`src/hdl/mer_pkg.sv`:
```
// ----------------------------------------------------------------------------
// mer_pkg
// Shared types and constants for the midpoint ellipse rasterizer.
// ----------------------------------------------------------------------------
package mer_pkg;

  localparam int unsigned DEC_BITS   = 48;
  localparam int unsigned COLOR_BITS = 3;

  typedef enum logic [1:0] {
    PH_IDLE,
    PH_INIT,
    PH_R1,
    PH_R2
  } phase_e;

  typedef enum logic [4:0] {
    ST_IDLE,
    ST_S0,
    ST_S1,
    ST_S2,
    ST_S3,
    ST_R1T0,
    ST_R1T1,
    ST_R1T2,
    ST_R1U0,
    ST_R1U1,
    ST_R1U2,
    ST_R2I0,
    ST_R2I1,
    ST_R2I2,
    ST_R2I3,
    ST_R2I4,
    ST_R2I5,
    ST_R2CHK,
    ST_R20,
    ST_R21,
    ST_R22,
    ST_EMIT,
    ST_DONE
  } state_e;

endpackage

```
`src/hdl/midpoint_ellipse_rasterizer.sv`:
```
// ----------------------------------------------------------------------------
// midpoint_ellipse_rasterizer
// Axis-aligned midpoint ellipse walk, four mirrored pixels per step item.
// ----------------------------------------------------------------------------
// Input channel s_axis: tuser is the opcode (0 loads a new ellipse from tdata,
// 1 advances the walk by one point). Output channel m_axis: one item per pixel,
// tlast on the last pixel of a step, tuser set on the single item that a step
// gives once the walk has ended.
// All decision arithmetic runs through one shared multiplier with a registered
// product, sequenced one product per cycle. Input is taken only while the
// sequencer is idle. Output items given per accepted input item:
//   start item                        no output items
//   step at the start point           4 output items
//   region-one step                   4 output items
//   step that enters region two       4 output items (1 done item at y = 0)
//   region-two step                   4 output items
//   step that ends the walk           1 output item
//   step while no walk is active      1 output item
// Output items leave one per cycle through a single output register; a stall
// of the receiver holds that register and the sequencer until it drains.
// Reset clears the sequencer and leaves no ellipse loaded, so a step gives a
// done item with color zero.
// ----------------------------------------------------------------------------
module midpoint_ellipse_rasterizer
  import mer_pkg::*;
#(
  parameter int unsigned AXIS_BITS  = 10,
  parameter int unsigned COORD_BITS = 12
) (
  input  logic clk_i,
  input  logic rst_ni,
  input  logic s_axis_tvalid,
  output logic s_axis_tready,
  // center_x, center_y, semi_axis_x, semi_axis_y, color_index
  input  logic [((2*COORD_BITS+2*AXIS_BITS+COLOR_BITS+7)/8)*8-1:0] s_axis_tdata,
  // opcode
  input  logic s_axis_tuser,
  output logic m_axis_tvalid,
  input  logic m_axis_tready,
  // pixel_x, pixel_y, pixel_color
  output logic [((2*COORD_BITS+2+COLOR_BITS+7)/8)*8-1:0] m_axis_tdata,
  // last_of_run
  output logic m_axis_tlast,
  // walk_done
  output logic m_axis_tuser
);

  localparam int unsigned OUT_W = ((2*COORD_BITS+2+COLOR_BITS+7)/8)*8;
  localparam int unsigned OFF_W = AXIS_BITS + 1;
  localparam int unsigned PIX_W = COORD_BITS + 1;
  localparam int unsigned SQ_W  = 2*AXIS_BITS;
  localparam int unsigned AW    = 2*AXIS_BITS + 5;
  localparam int unsigned BW    = 2*AXIS_BITS;
  localparam int unsigned CY_LO = COORD_BITS;
  localparam int unsigned AX_LO = 2*COORD_BITS;
  localparam int unsigned AY_LO = 2*COORD_BITS + AXIS_BITS;
  localparam int unsigned CL_LO = 2*COORD_BITS + 2*AXIS_BITS;
  localparam int unsigned PAD_W = OUT_W - 2*PIX_W - COLOR_BITS;

  state_e state_q, state_d;
  phase_e phase_q, phase_d;

  logic signed [COORD_BITS-1:0] cx_q, cx_d, cy_q, cy_d;
  logic [AXIS_BITS-1:0]         ax_q, ax_d, ay_q, ay_d;
  logic [COLOR_BITS-1:0]        col_q, col_d;
  logic [SQ_W-1:0]              a2_q, a2_d, b2_q, b2_d;
  logic [OFF_W-1:0]             x_q, x_d, y_q, y_d;
  logic signed [DEC_BITS-1:0]   dec_q, dec_d, acc_q, acc_d, prod_q;
  logic [1:0]                   k_q, k_d;

  logic                 m_valid_q, m_valid_d;
  logic [OUT_W-1:0]     m_data_q, m_data_d;
  logic                 m_last_q, m_last_d, m_done_q, m_done_d;

  logic signed [AW-1:0]   op_a;
  logic [BW-1:0]          op_b;
  logic signed [AW+BW:0]  mul_full;
  logic signed [DEC_BITS-1:0] twice_prod;

  logic signed [AW-1:0] x_s, y_s;
  logic [OFF_W-1:0]     ym1_abs;
  logic                 in_acc, out_load, r1_cont;
  logic [PIX_W-1:0]     pix_x, pix_y, x_pix, y_pix;
  logic                 x_neg, y_neg;

  assign s_axis_tready = (state_q == ST_IDLE);
  assign in_acc        = s_axis_tvalid && s_axis_tready;
  assign out_load      = !m_valid_q || m_axis_tready;

  assign x_s     = AW'(x_q);
  assign y_s     = AW'(y_q);
  assign ym1_abs = (y_q == '0) ? OFF_W'(1) : y_q - OFF_W'(1);

  assign mul_full   = op_a * $signed({1'b0, op_b});
  assign twice_prod = prod_q <<< 1;
  assign r1_cont    = acc_q > twice_prod;

  assign x_neg = (k_q == 2'd1) || (k_q == 2'd2);
  assign y_neg = k_q[1];
  assign x_pix = PIX_W'(x_q);
  assign y_pix = PIX_W'(y_q);
  assign pix_x = x_neg ? PIX_W'(cx_q) - x_pix : PIX_W'(cx_q) + x_pix;
  assign pix_y = y_neg ? PIX_W'(cy_q) - y_pix : PIX_W'(cy_q) + y_pix;

  // next state
  always_comb begin
    state_d = state_q;
    unique case (state_q)
      ST_IDLE: begin
        if (in_acc) begin
          if (!s_axis_tuser) begin
            state_d = ST_S0;
          end else begin
            unique case (phase_q)
              PH_INIT: state_d = ST_EMIT;
              PH_R1:   state_d = ST_R1T0;
              PH_R2:   state_d = ST_R2CHK;
              default: state_d = ST_DONE;
            endcase
          end
        end
      end
      ST_S0:    state_d = ST_S1;
      ST_S1:    state_d = ST_S2;
      ST_S2:    state_d = ST_S3;
      ST_S3:    state_d = ST_IDLE;
      ST_R1T0:  state_d = ST_R1T1;
      ST_R1T1:  state_d = ST_R1T2;
      ST_R1T2:  state_d = r1_cont ? ST_R1U0 : ST_R2I0;
      ST_R1U0:  state_d = ST_R1U1;
      ST_R1U1:  state_d = ST_R1U2;
      ST_R1U2:  state_d = ST_EMIT;
      ST_R2I0:  state_d = ST_R2I1;
      ST_R2I1:  state_d = ST_R2I2;
      ST_R2I2:  state_d = ST_R2I3;
      ST_R2I3:  state_d = ST_R2I4;
      ST_R2I4:  state_d = ST_R2I5;
      ST_R2I5:  state_d = ST_R2CHK;
      ST_R2CHK: state_d = (y_q == '0) ? ST_DONE : ST_R20;
      ST_R20:   state_d = ST_R21;
      ST_R21:   state_d = ST_R22;
      ST_R22:   state_d = ST_EMIT;
      ST_EMIT:  if (out_load && k_q == 2'd3) state_d = ST_IDLE;
      ST_DONE:  if (out_load) state_d = ST_IDLE;
      default:  state_d = ST_IDLE;
    endcase
  end

  // datapath and outputs
  always_comb begin
    phase_d   = phase_q;
    cx_d      = cx_q;
    cy_d      = cy_q;
    ax_d      = ax_q;
    ay_d      = ay_q;
    col_d     = col_q;
    a2_d      = a2_q;
    b2_d      = b2_q;
    x_d       = x_q;
    y_d       = y_q;
    dec_d     = dec_q;
    acc_d     = acc_q;
    k_d       = k_q;
    op_a      = '0;
    op_b      = '0;
    m_valid_d = m_valid_q && !m_axis_tready;
    m_data_d  = m_data_q;
    m_last_d  = m_last_q;
    m_done_d  = m_done_q;
    unique case (state_q)
      ST_IDLE: begin
        k_d = '0;
        if (in_acc) begin
          if (!s_axis_tuser) begin
            cx_d    = s_axis_tdata[CY_LO-1:0];
            cy_d    = s_axis_tdata[AX_LO-1:CY_LO];
            ax_d    = s_axis_tdata[AY_LO-1:AX_LO];
            ay_d    = s_axis_tdata[CL_LO-1:AY_LO];
            col_d   = s_axis_tdata[CL_LO+COLOR_BITS-1:CL_LO];
            x_d     = '0;
            y_d     = OFF_W'(s_axis_tdata[CL_LO-1:AY_LO]);
            phase_d = PH_INIT;
          end else if (phase_q == PH_INIT) begin
            phase_d = PH_R1;
          end
        end
      end
      ST_S0: begin
        op_a = AW'(ax_q);
        op_b = BW'(ax_q);
      end
      ST_S1: begin
        a2_d = SQ_W'(prod_q);
        op_a = AW'(ay_q);
        op_b = BW'(ay_q);
      end
      ST_S2: begin
        b2_d = SQ_W'(prod_q);
        op_a = AW'(ay_q);
        op_b = a2_q;
      end
      ST_S3: begin
        dec_d = (DEC_BITS'(b2_q) << 2) + DEC_BITS'(a2_q) - (prod_q <<< 2);
      end
      ST_R1T0: begin
        op_a = y_s;
        op_b = a2_q;
      end
      ST_R1T1: begin
        acc_d = (prod_q <<< 1) - DEC_BITS'(a2_q);
        op_a  = x_s + AW'(1);
        op_b  = b2_q;
      end
      ST_R1T2: begin
      end
      ST_R1U0: begin
        op_a = AW'(2) - (y_s <<< 1);
        op_b = a2_q;
      end
      ST_R1U1: begin
        acc_d = prod_q <<< 2;
        op_a  = (x_s <<< 1) + AW'(3);
        op_b  = b2_q;
      end
      ST_R1U2: begin
        x_d = x_q + OFF_W'(1);
        if (dec_q[DEC_BITS-1]) begin
          dec_d = dec_q + (prod_q <<< 2);
        end else begin
          dec_d = dec_q + (prod_q <<< 2) + acc_q;
          y_d   = y_q - OFF_W'(1);
        end
      end
      ST_R2I0: begin
        op_a = (x_s <<< 1) + AW'(1);
        op_b = BW'({x_q, 1'b1});
      end
      ST_R2I1: begin
        op_a = AW'(prod_q);
        op_b = b2_q;
      end
      ST_R2I2: begin
        acc_d = prod_q;
        op_a  = AW'(ym1_abs);
        op_b  = BW'(ym1_abs);
      end
      ST_R2I3: begin
        op_a = AW'(prod_q);
        op_b = a2_q;
      end
      ST_R2I4: begin
        acc_d = acc_q + (prod_q <<< 2);
        op_a  = AW'(b2_q);
        op_b  = a2_q;
      end
      ST_R2I5: begin
        dec_d   = acc_q - (prod_q <<< 2);
        phase_d = PH_R2;
      end
      ST_R2CHK: begin
        if (y_q == '0) phase_d = PH_IDLE;
      end
      ST_R20: begin
        op_a = AW'(3) - (y_s <<< 1);
        op_b = a2_q;
      end
      ST_R21: begin
        acc_d = prod_q <<< 2;
        op_a  = (x_s <<< 1) + AW'(2);
        op_b  = b2_q;
      end
      ST_R22: begin
        y_d = y_q - OFF_W'(1);
        if (dec_q[DEC_BITS-1]) begin
          dec_d = dec_q + acc_q + (prod_q <<< 2);
          x_d   = x_q + OFF_W'(1);
        end else begin
          dec_d = dec_q + acc_q;
        end
      end
      ST_EMIT: begin
        if (out_load) begin
          m_valid_d = 1'b1;
          m_data_d  = {{PAD_W{1'b0}}, col_q, pix_y, pix_x};
          m_last_d  = (k_q == 2'd3);
          m_done_d  = 1'b0;
          k_d       = k_q + 2'd1;
        end
      end
      ST_DONE: begin
        if (out_load) begin
          m_valid_d = 1'b1;
          m_data_d  = {{PAD_W{1'b0}}, col_q, {(2*PIX_W){1'b0}}};
          m_last_d  = 1'b1;
          m_done_d  = 1'b1;
        end
      end
      default: begin
      end
    endcase
  end

  always_ff @(posedge clk_i or negedge rst_ni) begin
    if (!rst_ni) begin
      state_q   <= ST_IDLE;
      phase_q   <= PH_IDLE;
      col_q     <= '0;
      k_q       <= '0;
      m_valid_q <= 1'b0;
    end else begin
      state_q   <= state_d;
      phase_q   <= phase_d;
      col_q     <= col_d;
      k_q       <= k_d;
      m_valid_q <= m_valid_d;
    end
  end

  always_ff @(posedge clk_i) begin
    cx_q     <= cx_d;
    cy_q     <= cy_d;
    ax_q     <= ax_d;
    ay_q     <= ay_d;
    a2_q     <= a2_d;
    b2_q     <= b2_d;
    x_q      <= x_d;
    y_q      <= y_d;
    dec_q    <= dec_d;
    acc_q    <= acc_d;
    prod_q   <= DEC_BITS'(mul_full);
    m_data_q <= m_data_d;
    m_last_q <= m_last_d;
    m_done_q <= m_done_d;
  end

  assign m_axis_tvalid = m_valid_q;
  assign m_axis_tdata  = m_data_q;
  assign m_axis_tlast  = m_last_q;
  assign m_axis_tuser  = m_done_q;

endmodule
```
`config.mk`:
```
export PLATFORM = sky130hd
export DESIGN_NAME = midpoint_ellipse_rasterizer
export DESIGN_NICKNAME = d
export VERILOG_FILES = /design/src/hdl/mer_pkg.sv /design/src/hdl/midpoint_ellipse_rasterizer.sv
export SDC_FILE = /design/constraint.sdc
export NUM_CORES = 2
export LEC_CHECK = 0
export BUFFER_PORTS_ARGS = -buffer_cell sky130_fd_sc_hd__buf_2
export CAP_MARGIN = 20
export CORE_AREA = 2 2 365 294
export DETAILED_ROUTE_END_ITERATION = 6
export DIE_AREA = 0 0 367 296
export GPL_TIMING_DRIVEN = 0
export PLACE_DENSITY = 0.64
export SETUP_SLACK_MARGIN = 0.2
export SYNTH_ARGS = -nofsm -noshare
export SYNTH_HDL_FRONTEND = slang
export SYNTH_SLANG_ARGS = --single-unit
export TNS_END_PERCENT = 30
```
`constraint.sdc`:
```
create_clock -name clk_i -period 9.6 [get_ports clk_i]
set_input_delay 1.44 -clock clk_i [delete_from_list [all_inputs] [get_ports clk_i]]
set_output_delay 1.44 -clock clk_i [all_outputs]
set_load 0.05 [all_outputs]
```
Word level (Yosys, flattened, before mapping) --
Index checks and enable logic that the tools add are counted.
Cells by class: add/sub/neg operators 22, multiply operators 1, $lt $le $gt $ge 1, eq/ne operators 37, mux-type cells 42, bitwise operators 1, reductions and logical operators 29
Operators with widths (count):
- one-hot mux 48 bit (4 select lines) | 2
- one-hot mux 25 bit (12 select lines) | 1
- adder 48 bit | 5
- one-hot mux 20 bit (6 select lines) | 1
- one-hot mux 5 bit (21 select lines) | 1
- two-way mux 48 bit | 2
- two-way mux 11 bit | 7
- one-hot mux 11 bit (3 select lines) | 2
- two-way mux 32 bit | 2
- one-hot mux 32 bit (2 select lines) | 1
- > comparator 48 x 47 -> 1 bit | 1
- subtractor 23 x 48 -> 48 bit | 1
- subtractor 48 x 20 -> 48 bit | 1
- subtractor 48 bit | 1
- multiplier 25 x 21 -> 46 bit | 1
- equality test 5 x 4 -> 1 bit (second input constant) | 8
- equality test 5 bit (second input constant) | 7
- adder 12 x 12 -> 13 bit | 2
- adder 12 x 2 -> 13 bit (second input constant) | 2
- two-way mux 13 bit | 2
- subtractor 12 x 12 -> 13 bit | 2
- subtractor 2 x 12 -> 13 bit (first input constant) | 2
- adder 22 x 20 -> 23 bit | 1
- equality test 5 x 3 -> 1 bit (second input constant) | 4
- 35 further kinds | 74
Storage, ports and cells: flip-flop bits (word level) 295, output and inout port bits 36, logic and storage cells 152

Depth between registers and ports, before layout --
word-level depth 5, mapped depth 38

Least setup slack after synthesis --
Ideal clock, no wire load.
kind reg-to-reg, start reg state_q[3], end reg prod_q[32], setup time 119 ps, data arrival time 8782 ps, data required time 9481 ps, setup slack 699 ps, cell stages (with the launch flop) 34, buffers on the path 4, period minus slack after synthesis 8901 ps, cells stage by stage dfrtp_1 -> clkbuf_1 -> or2_2 -> clkbuf_1 -> nor3_1 -> clkbuf_1 -> a222oi_1 -> nand2_1 -> clkbuf_1 -> nand2_1 -> fa_1 -> inv_1 -> fa_1 -> inv_1 -> fa_1 -> inv_1 -> fa_1 -> inv_1 -> fa_1 -> inv_1 -> fa_1 -> inv_1 -> fa_1 -> inv_1 -> ha_1 -> nand2_1 -> nor3_1 -> and3_1 -> a31oi_1 -> o41ai_1 -> o21ai_0 -> o21ai_0 -> a31oi_1 -> xnor2_1
Between the ends: longest elaborated chain between the ends 4, elaborated cells on any way between the ends 21
RTL lines:
- start, declared | RTL line midpoint_ellipse_rasterizer.sv:60 | state_e state_q, state_d;
- start signal, assigned | RTL line midpoint_ellipse_rasterizer.sv:311 | state_q <= state_d;
- equality test 5 bit, or another cell as far along | RTL line midpoint_ellipse_rasterizer.sv:170 | unique case (state_q)
- OR reduction 6 bit (no line), or another cell as far along
- one-hot mux 20 bit (6 select lines) / one-hot mux 25 bit (12 select lines) (equally long branches) | RTL line midpoint_ellipse_rasterizer.sv:170
- multiplier 25 x 21 -> 46 bit * | RTL line midpoint_ellipse_rasterizer.sv:94 | assign mul_full = op_a * $signed({1'b0, op_b});
- net mul_full[32] | RTL line midpoint_ellipse_rasterizer.sv:77 | logic signed [AW+BW:0] mul_full;
- end signal, assigned | RTL line midpoint_ellipse_rasterizer.sv:330 | prod_q <= DEC_BITS'(mul_full);
- end, declared | RTL line midpoint_ellipse_rasterizer.sv:68 | logic signed [DEC_BITS-1:0] dec_q, dec_d, acc_q, acc_d, prod_q;
The timed path passes the listed nets; every way through them passes the cells marked *. A chain may end at the register's enable or synchronous reset.

Worst setup path after layout --
start reg state_q[2], end reg prod_q[41]
The elaborated chain is that of the path after synthesis.

==> flow_summary.json <==
{
  "failed_checks": "design-rule violations",
  "synth_top_cell_area_share_pct": 20.5,
  "cts_buffers": 36,
  "fin_skew_ns": 0.0608,
  "routed_wl_mm": 196,
  "die_area_mm2": 0.109,
  "dpl_cell_area_mm2": 0.0546,
  "clockBufferDepth": 3,
  "synthTopCellsByArea": "fa_1 21%, edfxtp_1 13%, ha_1 12%",
  "htree_levels": 2,
  "hold_path.class": "flop to flop",
  "cts_sinks": 292,
  "tightest_slew_ns": 1.31,
  "nets": 7499,
  "via_per_inst": 6.13,
  "synth_ff_type": "edfxtp_1",
  "cts_root_buf": "clkbuf_16",
  "die_h_um": 296,
  "cp_num_buf_inv": 7,
  "critical_path_required_ns": 10.04,
  "fill_cells": 10200,
  "wl_per_cell_um": 25.0,
  "hold_viol_final": 0,
  "antenna_found_initial": 3,
  "dieWidth_um": 367,
  "post-route-min-period_ns": 9.24,
  "start_kind": "flop",
  "drv_cap": 0,
  "gr-total-overflow": 0,
  "postLayoutSetupSlackWorst_ns": 0.357,
  "grt_pass1_vias": 46500,
  "grt_first_pass_wirelength_mm": 291,
  "rsz0062_at_grt": "true",
  "ys_seq_area_share_pct": 15.8,
  "syn_to_final_growth_pct": 9.15,
  "clk_pin_slew_ns": 0.06,
  "setup_violations": 0,
  "clkLatencyLatePin_ns": 0.61,
  "final_cell_area_mm2": 0.0569,
  "syn-instance-count": 6221,
  "ys_warn_count": 0,
  "synth-seq-cells": 292,
  "place.gp.congestion": 1.04,
  "placed_cells": 7744,
  "relSlewSlack_pct": 12.7,
  "final-seq-area_mm2": 0.00824,
  "io_pins": 89,
  "place_hpwl_mm": 165,
  "drc": 14,
  "final_util_pct": 53.9,
  "synth_edf_count": 233,
  "multi_input_area_mm2": 0.0403,
  "initial_core_util_pct": 49.4,
  "crit_path_end_kind": "flop",
  "drv_slew": 0,
  "cp_max_fo": 10,
  "cts_tree": "built",
  "status": "finished, violations left",
  "synth_common_cells": "809 x inv_1, 617 x nor2_1, 547 x nand2_1",
  "async_reset_ff_share_pct": 4.45,
  "path_class": "flop to flop",
  "drive_gt1_share_pct": 7.50,
  "synth_area_per_cell_um2": 8.38,
  "dpl_worst_slack_ns": -1.50,
  "first_iter_violations": 5746,
  "grt_use_total_pct": 35.6,
  "slowest_delay_ns": 0.71,
  "coreArea_mm2": 0.105,
  "yosys.area.top_type": "fa_1",
  "fin_cells": 7843,
  "crit_slowest_cell": "a222oi_1",
  "min_period_over_period_pct": 96.3,
  "firstDrtPassIters": 7,
  "grt_max_degree": 32,
  "rows": 107,
  "final_antenna_net_count": 0,
  "cts_hold_buf": 0,
  "vias": 48100,
  "synth.distinct_cells": 98,
  "io_buffers": 84,
  "cp.arrival_ns": 9.69,
  "r2r_slack_ns": 0.36,
  "yosysMostFrequentCell": "inv_1",
  "worst_path_most_repeated_cell": "fa_1",
  "cp_top_family": "adder cells",
  "syn_area_mm2": 0.0521,
  "fmax_mhz": 108
}
[state kept, by name (all words and copies together), names as in the netlist]
name / cells
acc_q: 48
dec_q: 48
prod_q: 46
m_axis_tdata: 29
a2_q: 20
b2_q: 20
cx_q: 12
cy_q: 12
x_q: 11
y_q: 11
ax_q: 10
ay_q: 10
state_q: 5
col_q: 3
k_q: 2
phase_q: 2
m_axis_tlast: 1
m_axis_tuser: 1
m_axis_tvalid: 1
[routing by layer]
| metal | vias to the layer above | track usage (%) | wire (um) |
|---|---|---|---|
| li1 | 21800 | - | - |
| met1 | 23500 | 53.2 | 87400 |
| met2 | 2578 | 50.5 | 77600 |
| met3 | 307 | 8.24 | 24100 |
| met4 | 2 | 10.8 | 6900 |
| met5 | - | 0 | 13 |
[cells by family (layout without fill, tap and decap cells)]
logic type | after synthesis | count (layout) | share of synthesized area [%]
compound gates | 1543 | 1543 | 20.0
xor+xnor | 431 | 431 | 7.24
fa+ha+maj | 1049 | 1049 | 32.9
buf+inv | 1099 | 1301 | 8.00
flops | 292 | 292 | 15.8
mux | 25 | 25 | 0.492
other cells | 1 | 4 | 0.00719
simple gates | 1781 | 1781 | 15.5
[worst paths after layout]
kind | cells past startpoint | startpoint | to
worst max-delay path | 32 | state_q[2] | prod_q[41]
worst min-delay path | 0 | col_q[1] | m_axis_tdata[27]
worst max register to register | 32 | state_q[2] | prod_q[41]
worst min register to register | 0 | col_q[1] | m_axis_tdata[27]
max in group asynchronous | 1 | rst_ni | state_q[4]
min in group asynchronous | 1 | rst_ni | k_q[0]
[layout make-up]
type	count	area share [%]
clock buffers	47	1.75
multi-input cells	4832	70.9
diodes	1	0.00440
inverters	811	5.35
flip-flops and latches	292	14.5
clock inverters	19	0.330
well taps	1417	3.12
plain buffers	287	2.41
repair buffers	137	1.64
[stage by stage]
step,TNS (ns),hold WS [ns]
2_1_floorplan,0,0.425
3_3_place_gp,-42.46,0.437
3_5_place_dp,-29.36,0.443
4_1_cts,0,0.457
5_1_grt,0,0.464
6_report,0,0.458
[timing repair]
item / 4_1_cts / 5_1_grt
buffers inserted: 13 / 16
gates resized for setup: 130 / 198
pin swaps: 10 / 15
gates cloned: 0 / 0
endpoints found under the setup margin: 32 / 25
[worst reg2reg max path: cells and delay by family (launching register included)]
family	cells	cell delay, ns
compound gates	12	2.84
buf+inv	7	0.81
simple gates	5	1.15
flops	1	0.31
fa+ha+maj	8	3.94
[cells in the final DEF, fill, tap and decap left out, drive strengths merged, types with 45 or more instances in the layout]
master,instances
o21a,46
o21bai,61
xnor2,317
a22oi,47
inv,811
nand2b,73
ha,514
dfxtp,46
a21o,193
nor3,107
nor2b,76
o21ai,300
nand3,89
clkbuf,270
fa,535
nand4,66
a222oi,61
nor2,617
a21oi,413
a31oi,45
xor2,114
nand2,547
buf,200
edfxtp,233
Power is not shown: default switching activity piles up to over one toggle a cycle in this logic, so the estimate is an artifact.
